[src/sv/biq_pkg.sv]
// Shared constants, command codes and the controller-to-datapath command type.
package biq_pkg;

  // Default field widths
  localparam int SAMPLE_BITS_DEF    = 24;
  localparam int COEF_FRAC_BITS_DEF = 20;

  // Configuration register indexes
  localparam int CFG_INDEX_BITS = 3;
  typedef logic [CFG_INDEX_BITS-1:0] cfg_index_t;
  localparam cfg_index_t REG_B0 = 3'd0;
  localparam cfg_index_t REG_B1 = 3'd1;
  localparam cfg_index_t REG_B2 = 3'd2;
  localparam cfg_index_t REG_A1 = 3'd3;
  localparam cfg_index_t REG_A2 = 3'd4;

  // Multiplier operand pairs
  typedef logic [2:0] mul_sel_t;
  localparam mul_sel_t MUL_XB0 = 3'd0;
  localparam mul_sel_t MUL_XB1 = 3'd1;
  localparam mul_sel_t MUL_XB2 = 3'd2;
  localparam mul_sel_t MUL_YA1 = 3'd3;
  localparam mul_sel_t MUL_YA2 = 3'd4;

  // Accumulator operations
  typedef logic [2:0] acc_op_t;
  localparam acc_op_t ACC_HOLD     = 3'd0;
  localparam acc_op_t ACC_ADD_D1   = 3'd1;
  localparam acc_op_t ACC_ADD_HALF = 3'd2;
  localparam acc_op_t ACC_LOAD_P   = 3'd3;
  localparam acc_op_t ACC_SUB_P    = 3'd4;
  localparam acc_op_t ACC_ADD_D2   = 3'd5;

  typedef struct packed {
    logic     load_x;
    logic     mul_en;
    mul_sel_t mul_sel;
    acc_op_t  acc_op;
    logic     load_y;
    logic     load_n2;
    logic     commit;
  } biq_cmd_t;

endpackage

[src/sv/biq_ctrl.sv]
// Sequencer for the biquad section: handshakes and per-cycle datapath commands.
module biq_ctrl (
  input  logic             clk,
  input  logic             rst,
  input  logic             sample_in_valid,
  output logic             sample_in_ready,
  output logic             sample_out_valid,
  input  logic             sample_out_ready,
  output biq_pkg::biq_cmd_t cmd
);

  localparam logic [2:0] ST_IDLE = 3'd0;
  localparam logic [2:0] ST_ACC  = 3'd1;
  localparam logic [2:0] ST_RND  = 3'd2;
  localparam logic [2:0] ST_OUT  = 3'd3;
  localparam logic [2:0] ST_FB1  = 3'd4;
  localparam logic [2:0] ST_SUB1 = 3'd5;
  localparam logic [2:0] ST_ADD2 = 3'd6;
  localparam logic [2:0] ST_DONE = 3'd7;

  logic [2:0] state;
  logic [2:0] state_next;
  logic       out_blocked;

  assign sample_in_ready = (state == ST_IDLE);
  assign out_blocked     = sample_out_valid && !sample_out_ready;

  always_comb begin
    cmd         = '0;
    cmd.mul_sel = biq_pkg::MUL_XB0;
    cmd.acc_op  = biq_pkg::ACC_HOLD;
    state_next  = state;
    case (state)
      ST_IDLE: begin
        if (sample_in_valid) begin
          cmd.load_x  = 1'b1;
          cmd.mul_en  = 1'b1;
          cmd.mul_sel = biq_pkg::MUL_XB0;
          state_next  = ST_ACC;
        end
      end
      ST_ACC: begin
        cmd.mul_en  = 1'b1;
        cmd.mul_sel = biq_pkg::MUL_XB1;
        cmd.acc_op  = biq_pkg::ACC_ADD_D1;
        state_next  = ST_RND;
      end
      ST_RND: begin
        cmd.acc_op = biq_pkg::ACC_ADD_HALF;
        state_next = ST_OUT;
      end
      ST_OUT: begin
        // hold until the previous result has been taken
        if (!out_blocked) begin
          cmd.load_y = 1'b1;
          state_next = ST_FB1;
        end
      end
      ST_FB1: begin
        cmd.mul_en  = 1'b1;
        cmd.mul_sel = biq_pkg::MUL_YA1;
        cmd.acc_op  = biq_pkg::ACC_LOAD_P;
        state_next  = ST_SUB1;
      end
      ST_SUB1: begin
        cmd.mul_en  = 1'b1;
        cmd.mul_sel = biq_pkg::MUL_XB2;
        cmd.acc_op  = biq_pkg::ACC_SUB_P;
        state_next  = ST_ADD2;
      end
      ST_ADD2: begin
        cmd.mul_en  = 1'b1;
        cmd.mul_sel = biq_pkg::MUL_YA2;
        cmd.acc_op  = biq_pkg::ACC_ADD_D2;
        cmd.load_n2 = 1'b1;
        state_next  = ST_DONE;
      end
      ST_DONE: begin
        cmd.commit = 1'b1;
        state_next = ST_IDLE;
      end
      default: begin
        state_next = ST_IDLE;
      end
    endcase
  end

  always_ff @(posedge clk) begin
    if (rst) begin
      state            <= ST_IDLE;
      sample_out_valid <= 1'b0;
    end else begin
      state            <= state_next;
      sample_out_valid <= cmd.load_y || out_blocked;
    end
  end

endmodule

[src/sv/biq_datapath.sv]
// Biquad datapath: coefficient registers, shared multiplier, accumulator and delay terms.
module biq_datapath #(
  parameter int SAMPLE_BITS    = biq_pkg::SAMPLE_BITS_DEF,
  parameter int COEF_FRAC_BITS = biq_pkg::COEF_FRAC_BITS_DEF
) (
  input  logic                                 clk,
  input  logic                                 rst,
  input  biq_pkg::biq_cmd_t                    cmd,
  input  logic                                 cfg_we,
  input  biq_pkg::cfg_index_t                  cfg_index,
  input  logic signed [COEF_FRAC_BITS+3:0]     cfg_data,
  input  logic signed [SAMPLE_BITS-1:0]        sample_in,
  output logic signed [SAMPLE_BITS-1:0]        sample_out
);

  localparam int S     = SAMPLE_BITS;
  localparam int F     = COEF_FRAC_BITS;
  localparam int C     = F + 4;
  localparam int D     = S + C;
  localparam int ACC_W = (D + 2 < 64) ? D + 2 : 64;
  localparam int SUM_W = ACC_W + 1;

  localparam logic signed [C-1:0] COEF_ONE = {{(C-F-1){1'b0}}, 1'b1, {F{1'b0}}};
  localparam logic signed [ACC_W-1:0] HALF = {{(ACC_W-F){1'b0}}, 1'b1, {(F-1){1'b0}}};
  localparam logic signed [ACC_W-1:0] D_MAX = {{(ACC_W-D+1){1'b0}}, {(D-1){1'b1}}};
  localparam logic signed [ACC_W-1:0] D_MIN = ~D_MAX;
  localparam logic signed [ACC_W-1:0] Y_MAX = {{(ACC_W-S+1){1'b0}}, {(S-1){1'b1}}};
  localparam logic signed [ACC_W-1:0] Y_MIN = ~Y_MAX;

  // clamp a one-bit-grown sum back to the accumulator range
  function automatic logic signed [ACC_W-1:0] sat_acc(input logic signed [SUM_W-1:0] v);
    logic signed [ACC_W-1:0] r;
    if (v[SUM_W-1] != v[SUM_W-2]) begin
      r = v[SUM_W-1] ? {1'b1, {(ACC_W-1){1'b0}}} : {1'b0, {(ACC_W-1){1'b1}}};
    end else begin
      r = v[ACC_W-1:0];
    end
    return r;
  endfunction

  function automatic logic signed [D-1:0] sat_delay(input logic signed [ACC_W-1:0] v);
    logic signed [ACC_W-1:0] r;
    if (v > D_MAX) begin
      r = D_MAX;
    end else if (v < D_MIN) begin
      r = D_MIN;
    end else begin
      r = v;
    end
    return r[D-1:0];
  endfunction

  logic signed [C-1:0]     b0, b1, b2, a1, a2;
  logic signed [S-1:0]     x;
  logic signed [S-1:0]     y;
  logic signed [D-1:0]     prod;
  logic signed [ACC_W-1:0] acc;
  logic signed [D-1:0]     n2;
  logic signed [D-1:0]     delay_one;
  logic signed [D-1:0]     delay_two;

  logic signed [S-1:0]     x_src;
  logic signed [S-1:0]     mul_a;
  logic signed [C-1:0]     mul_b;
  logic signed [SUM_W-1:0] sum_a, sum_b;
  logic signed [ACC_W-1:0] acc_sat;
  logic signed [ACC_W-1:0] acc_shr;
  logic signed [S-1:0]     y_next;
  logic signed [ACC_W-1:0] n2_sat;

  assign sample_out = y;
  assign x_src      = cmd.load_x ? sample_in : x;

  // multiplier operand selection
  always_comb begin
    mul_a = x_src;
    mul_b = b0;
    case (cmd.mul_sel)
      biq_pkg::MUL_XB0: begin
        mul_a = x_src;
        mul_b = b0;
      end
      biq_pkg::MUL_XB1: begin
        mul_a = x_src;
        mul_b = b1;
      end
      biq_pkg::MUL_XB2: begin
        mul_a = x_src;
        mul_b = b2;
      end
      biq_pkg::MUL_YA1: begin
        mul_a = y;
        mul_b = a1;
      end
      biq_pkg::MUL_YA2: begin
        mul_a = y;
        mul_b = a2;
      end
      default: begin
        mul_a = x_src;
        mul_b = b0;
      end
    endcase
  end

  // accumulator adder operands
  always_comb begin
    sum_a = '0;
    sum_b = '0;
    case (cmd.acc_op)
      biq_pkg::ACC_ADD_D1: begin
        sum_a = SUM_W'(prod);
        sum_b = SUM_W'(delay_one);
      end
      biq_pkg::ACC_ADD_HALF: begin
        sum_a = SUM_W'(acc);
        sum_b = SUM_W'(HALF);
      end
      biq_pkg::ACC_SUB_P: begin
        sum_a = SUM_W'(acc);
        sum_b = -SUM_W'(prod);
      end
      biq_pkg::ACC_ADD_D2: begin
        sum_a = SUM_W'(acc);
        sum_b = SUM_W'(delay_two);
      end
      default: begin
        sum_a = '0;
        sum_b = '0;
      end
    endcase
  end

  assign acc_sat = sat_acc(sum_a + sum_b);
  assign n2_sat  = sat_acc(SUM_W'(n2) - SUM_W'(prod));

  // round has already been added; floor then clamp to the sample range
  assign acc_shr = acc >>> F;
  always_comb begin
    if (acc_shr > Y_MAX) begin
      y_next = Y_MAX[S-1:0];
    end else if (acc_shr < Y_MIN) begin
      y_next = Y_MIN[S-1:0];
    end else begin
      y_next = acc_shr[S-1:0];
    end
  end

  always_ff @(posedge clk) begin
    if (rst) begin
      b0        <= COEF_ONE;
      b1        <= '0;
      b2        <= '0;
      a1        <= '0;
      a2        <= '0;
      delay_one <= '0;
      delay_two <= '0;
    end else begin
      if (cfg_we) begin
        case (cfg_index)
          biq_pkg::REG_B0: b0 <= cfg_data;
          biq_pkg::REG_B1: b1 <= cfg_data;
          biq_pkg::REG_B2: b2 <= cfg_data;
          biq_pkg::REG_A1: a1 <= cfg_data;
          biq_pkg::REG_A2: a2 <= cfg_data;
          default: ;
        endcase
      end
      if (cmd.commit) begin
        delay_one <= sat_delay(acc);
        delay_two <= sat_delay(n2_sat);
      end
    end
  end

  always_ff @(posedge clk) begin
    if (cmd.load_x) begin
      x <= sample_in;
    end
    if (cmd.mul_en) begin
      prod <= mul_a * mul_b;
    end
    case (cmd.acc_op)
      biq_pkg::ACC_HOLD:   ;
      biq_pkg::ACC_LOAD_P: acc <= ACC_W'(prod);
      default:             acc <= acc_sat;
    endcase
    if (cmd.load_y) begin
      y <= y_next;
    end
    if (cmd.load_n2) begin
      n2 <= prod;
    end
  end

endmodule

[src/sv/biquad_iir_section.sv]
// Results: each result is registered in the emit step, which holds while the previous
//   result is still waiting. A new item is accepted only after the last one commits.
// Datapath: the single shared multiplier forms the five products in turn and the
//   accumulator walks the feed-forward and feedback sums.
// Reset (synchronous, active high): b0 = 1.0, other coefficients 0, both delay terms
//   zero, no result pending, input ready.
// Top level of one transposed direct form II biquad section.
module biquad_iir_section #(
  parameter int SAMPLE_BITS    = biq_pkg::SAMPLE_BITS_DEF,
  parameter int COEF_FRAC_BITS = biq_pkg::COEF_FRAC_BITS_DEF
) (
  input  logic                             clk,
  input  logic                             rst,
  // configuration writes, to be made only while idle; enforcing this is left to the user
  input  logic                             cfg_we,
  input  logic [biq_pkg::CFG_INDEX_BITS-1:0] cfg_index,
  input  logic signed [COEF_FRAC_BITS+3:0] cfg_data,
  // input sample channel
  input  logic                             sample_in_valid,
  output logic                             sample_in_ready,
  input  logic signed [SAMPLE_BITS-1:0]    sample_in,
  // filtered sample channel
  output logic                             sample_out_valid,
  input  logic                             sample_out_ready,
  output logic signed [SAMPLE_BITS-1:0]    sample_out
);

  // Per-cycle commands from the sequencer to the datapath. The controller
  // steps through: accept+x*b0, add delay_one, add rounding half, emit y,
  // load x*b1, subtract y*a1, add delay_two, commit the new delay terms.
  biq_pkg::biq_cmd_t cmd;

  biq_ctrl u_ctrl (
    .clk              (clk),
    .rst              (rst),
    .sample_in_valid  (sample_in_valid),
    .sample_in_ready  (sample_in_ready),
    .sample_out_valid (sample_out_valid),
    .sample_out_ready (sample_out_ready),
    .cmd              (cmd)
  );

  // The result register doubles as the feedback operand y, so it is only
  // overwritten once the previous item has been taken.
  biq_datapath #(
    .SAMPLE_BITS    (SAMPLE_BITS),
    .COEF_FRAC_BITS (COEF_FRAC_BITS)
  ) u_datapath (
    .clk        (clk),
    .rst        (rst),
    .cmd        (cmd),
    .cfg_we     (cfg_we),
    .cfg_index  (cfg_index),
    .cfg_data   (cfg_data),
    .sample_in  (sample_in),
    .sample_out (sample_out)
  );

`ifndef NO_ASSERTIONS
  // An accepted item keeps the block busy on the next cycle.
  a_busy_after_accept: assert property (@(posedge clk) disable iff (rst)
    sample_in_valid && sample_in_ready |=> !sample_in_ready)
    else $error("input ready right after accepting an item");

  // Never overwrite a result that is still waiting to be taken.
  a_no_result_overwrite: assert property (@(posedge clk) disable iff (rst)
    cmd.load_y |-> !(sample_out_valid && !sample_out_ready))
    else $error("result overwritten before it was taken");

  // Committing the delay terms returns the block to idle.
  a_commit_then_idle: assert property (@(posedge clk) disable iff (rst)
    cmd.commit |=> sample_in_ready)
    else $error("not idle after delay commit");

  // A new result is only raised by the emit step.
  a_result_from_emit: assert property (@(posedge clk) disable iff (rst)
    $rose(sample_out_valid) |-> $past(cmd.load_y))
    else $error("result valid without an emit step");
`endif

endmodule

[config.mk]
export PLATFORM = sky130hd
export DESIGN_NAME = biquad_iir_section
export DESIGN_NICKNAME = d
export VERILOG_FILES = /design/src/sv/biq_pkg.sv /design/src/sv/biq_ctrl.sv /design/src/sv/biq_datapath.sv /design/src/sv/biquad_iir_section.sv
export SDC_FILE = /design/constraint.sdc
export NUM_CORES = 2
export LEC_CHECK = 0
export BUFFER_PORTS_ARGS = -buffer_cell sky130_fd_sc_hd__buf_4
export CORE_ASPECT_RATIO = 1.2
export CORE_UTILIZATION = 60
export CTS_CLUSTER_SIZE = 28
export DETAILED_ROUTE_END_ITERATION = 8
export PLACE_DENSITY_LB_ADDON = 0.05
export SETUP_SLACK_MARGIN = 0.02
export SYNTH_ARGS = -nofsm -noshare
export SYNTH_HDL_FRONTEND = slang
export SYNTH_HIERARCHICAL = 1
export SYNTH_SLANG_ARGS = --single-unit
[constraint.sdc]
create_clock -name clk -period 10.36 [get_ports clk]
set_input_delay 0.518 -clock clk [delete_from_list [all_inputs] [get_ports clk]]
set_output_delay 0.518 -clock clk [all_outputs]
set_load 0.005 [all_outputs]
==> reports/metrics.csv <==
stage,metric,value,unit
timing,setup TNS,0,ps
clocking,Max Root-Sink Buffers,3,
drt,DRT antenna net count,0,
cells_and_area,Layout area overhead,7.69,%
critical_path,Critical Path Fanout Max,18,
placed_design,input/output buffers,81,
critical_path,Buf/Inv on CP,6,
clocking,clk root buf,clkbuf_16,
logic_synthesis,sequential fraction of the synthesis area,22.3,%
cells_and_area,most frequent cells in the layout,"nand2_1, inv_1, fa_1, nor2_1, a21oi_1",
clocking,clock slew at reported path FFs,60,ps
critical_path,Worst setup EP type,flip-flop,
critical_path,CP top delay family,adder cells,
timing,Rel. slew slack,18.2,%
drt,DRC,0,
clocking,CTS buffer count,47,
worst_hold_path,worst min-delay path category,in -> reg,
clocking,CTS tree,yes,
pwr,Lkg Pwr,0.0218,uW
critical_path,WP depth,29,
drt,Vias,37200,
floorplanning,Core Box Area,0.0738,mm2
global_route,GRT Overall Usage,38.5,%
global_route,GRT overflow,0,
pwr,Max IR drop VDD,168,uV
critical_path,Worst Path Arrival,10240,ps
critical_path,"Req. time, crit path",10680,ps
critical_path,crit path launch type,flip-flop,
clocking,H-tree Lvls,2,
critical_path,Critical Path End,u_datapath/prod[46]$_DFFE_PP_,
drt,drt pass-1 iters,6,
logic_synthesis,Post-Synthesis Cells,5141,
timing,fmax,0.101,GHz
job,Max Cap Viol,0,
logic_synthesis,Ys Warns,6,
logic_synthesis,Synth Net Count,6039,
logic_synthesis,Yosys reg bits,414,
critical_path,slowest stage cell on the critical path,and2_2,
cells_and_area,layout cells sized above 1,7.10,%
floorplanning,die area,0.0757,mm2
logic_synthesis,share of the synthesized area in the top cell type,27.3,%
global_route,first-pass GRT wire length,220000,um
clocking,clock sink count,414,
critical_path,reg-to-reg endpoint,u_datapath/prod[46]$_DFFE_PP_,
timing,final period utilization,95.7,%
drt,vias per cell,6.07,
floorplanning,row cnt,109,
logic_synthesis,number of synthesized flops with an enable pin,170,
drt,Total Wirelength,145000,um
timing,Final Slew Violations,0,
global_route,initial antenna violation count,4,
cells_and_area,Nets,5998,
drt,DR WL/cell,23.6,um
timing,Max Clock Skew,43.7,ps
timing,Tmin final,9910,ps
floorplanning,Die H,301,um
timing,Fin. Hold Viols,0,
timing,worst-margin pin slew,1230,ps
critical_path,Crit path largest cell delay,680,ps
timing,endpoints failing setup,0,
cells_and_area,# fillers,6385,
critical_path,worst setup path startpoint,u_ctrl/state[1]$_SDFFE_PP0P_,
logic_synthesis,Synth area leader,fa_1,
global_route,number of global-route vias before repair,37200,
logic_synthesis,"Top FF cell, synth",dfxtp_1,
critical_path,crit-path most repeated cell,fa_1,
cells_and_area,utilization after layout,65.3,%
run_status,status,"complete, no violations",
logic_synthesis,Unique masters post-synth,91,
floorplanning,Initial Util,60.6,%
global_route,largest net degree at the start of global routing,110,
logic_synthesis,"Cell Area, Synth",0.0447,mm2
placed_design,gpl congestion,1.05,
cells_and_area,Diodes inserted,0,
logic_synthesis,syn avg cell area,8.70,um2
critical_path,reg-to-reg setup timing slack,450,ps
placed_design,post-DP HPWL,112000,um
clocking,"Hold-fix buffers, CTS",0,
critical_path,CP Class,reg -> reg,
critical_path,Worst R2R Path Depth,29,
logic_synthesis,synth top area cells,"fa_1, edfxtp_1, dfxtp_1",
logic_synthesis,Async SR Flop Fraction,0,%
timing,RSZ-0062 raised after global routing,false,
drt,DRT iter0 DRCs,3802,
pwr,Power per Cell Area,181,mW/mm2
floorplanning,chip width,251,um
clocking,Worst-Skew Late Latency,620,ps
floorplanning,Top-Level Pins,82,
critical_path,worst reg2reg startpoint,u_ctrl/state[1]$_SDFFE_PP0P_,
## cell usage after synthesis (18+ instances only)
cell type	n
a22o_1	48
clkbuf_1	260
a311oi_1	33
inv_1	728
o21ai_1	19
and3_1	18
a211oi_1	24
fa_1	609
o21bai_1	18
nand4_1	39
o21ai_0	192
a21o_1	98
a22oi_1	112
maj3_1	19
nor2b_1	21
xor2_1	46
a21oi_1	351
nand2_1	727
nand3_1	38
o21a_1	35
ha_1	233
and2_1	28
xnor2_1	146
nor2_1	469
nor3_1	71
mux2i_1	28
nand2b_1	46
a31oi_1	31
edfxtp_1	170
dfxtp_1	244
o211ai_1	22
## registers in the layout, indices dropped and copies added, names as in the netlist
register and cells:
u_ctrl/state 3, u_datapath/sample_out 24, u_datapath/a1 24, u_datapath/delay_one 48, u_datapath/a2 24, u_datapath/prod 48
u_datapath/n2 48, u_ctrl/sample_out_valid 1, u_datapath/b0 24, u_datapath/b1 24, u_datapath/acc 50, u_datapath/x 24
u_datapath/delay_two 48, u_datapath/b2 24
## metal layers
metal,GRT usage (%),routed length [um]
met1,50.4,57500
met5,0,46
met3,7.21,13600
met2,62.0,65500
met4,18.1,7930
## stage by stage
stage	total power [uW]	instance area (um2)	setup WS (ps)	hold slack, ps	std cells
detailed placement	6880	46500	498	446	6049
global placement	6810	46500	652	441	6049
floorplan	5430	44700	1340	421	5141
finish	8720	48200	447	196	6137
global route	9280	48200	28.1	181	6137
CTS	8660	48100	421	164	6136
## power by group
| part | leakage [uW] | switching (uW) | total, uW | internal [uW] |
|---|---|---|---|---|
| sequential | 0.00360 | 278 | 2310 | 2030 |
| combinational | 0.0174 | 2950 | 4650 | 1700 |
| clock | 0.000803 | 733 | 1770 | 1030 |
| total | 0.0218 | 3970 | 8720 | 4760 |
## cells by family after synthesis
family,count (synthesis),share of synthesized area (%)
buffers and inverters,1018,8.63
AND/OR/NAND/NOR,1557,15.1
flip-flops,414,22.3
AO/OA/AOI/OAI,1059,15.0
multiplexers,40,0.929
adder cells (fa/ha/maj),861,34.2
XOR/XNOR,192,3.76
## worst min-delay path, cell delays in order
cell	delay [ps]
buf_4	120
nand2_1	50
nand3b_1	70
## how the worst min path moves through the flow
stage	startpoint	to	slack [ps]	cells past startpoint
2_1_floorplan	u_datapath/prod[20]$_DFFE_PP_	u_datapath/n2[20]$_DFFE_PP_	420	0
3_3_place_gp	u_datapath/a2[17]$_SDFFE_PP0P_	u_datapath/a2[17]$_SDFFE_PP0P_	440	2
3_5_place_dp	u_datapath/a1[22]$_SDFFE_PP0P_	u_datapath/a1[22]$_SDFFE_PP0P_	450	2
5_1_grt	cfg_data[20]	u_datapath/b0[20]$_SDFFE_PP1P_	180	3
6_report	cfg_data[20]	u_datapath/b0[20]$_SDFFE_PP1P_	200	3
4_1_cts	cfg_data[20]	u_datapath/b0[20]$_SDFFE_PP1P_	160	3
## layout make-up
class	instances	area (um2)	share of cell area, %
tap	999	1250	2.59
timing repair buffer	200	1520	3.15
clock inverter	23	294	0.610
multi-input combinational	3709	31100	64.5
clock buffer	64	1330	2.76
sequential	414	9990	20.7
inverter	728	2740	5.68
## what timing repair did
action,in CTS,in global routing
resized for setup,0,6
setup buffers,0,1
hold endpoints to repair,0,0
endpoints found under the setup margin,0,6
(Power assumes the default switching activity.)
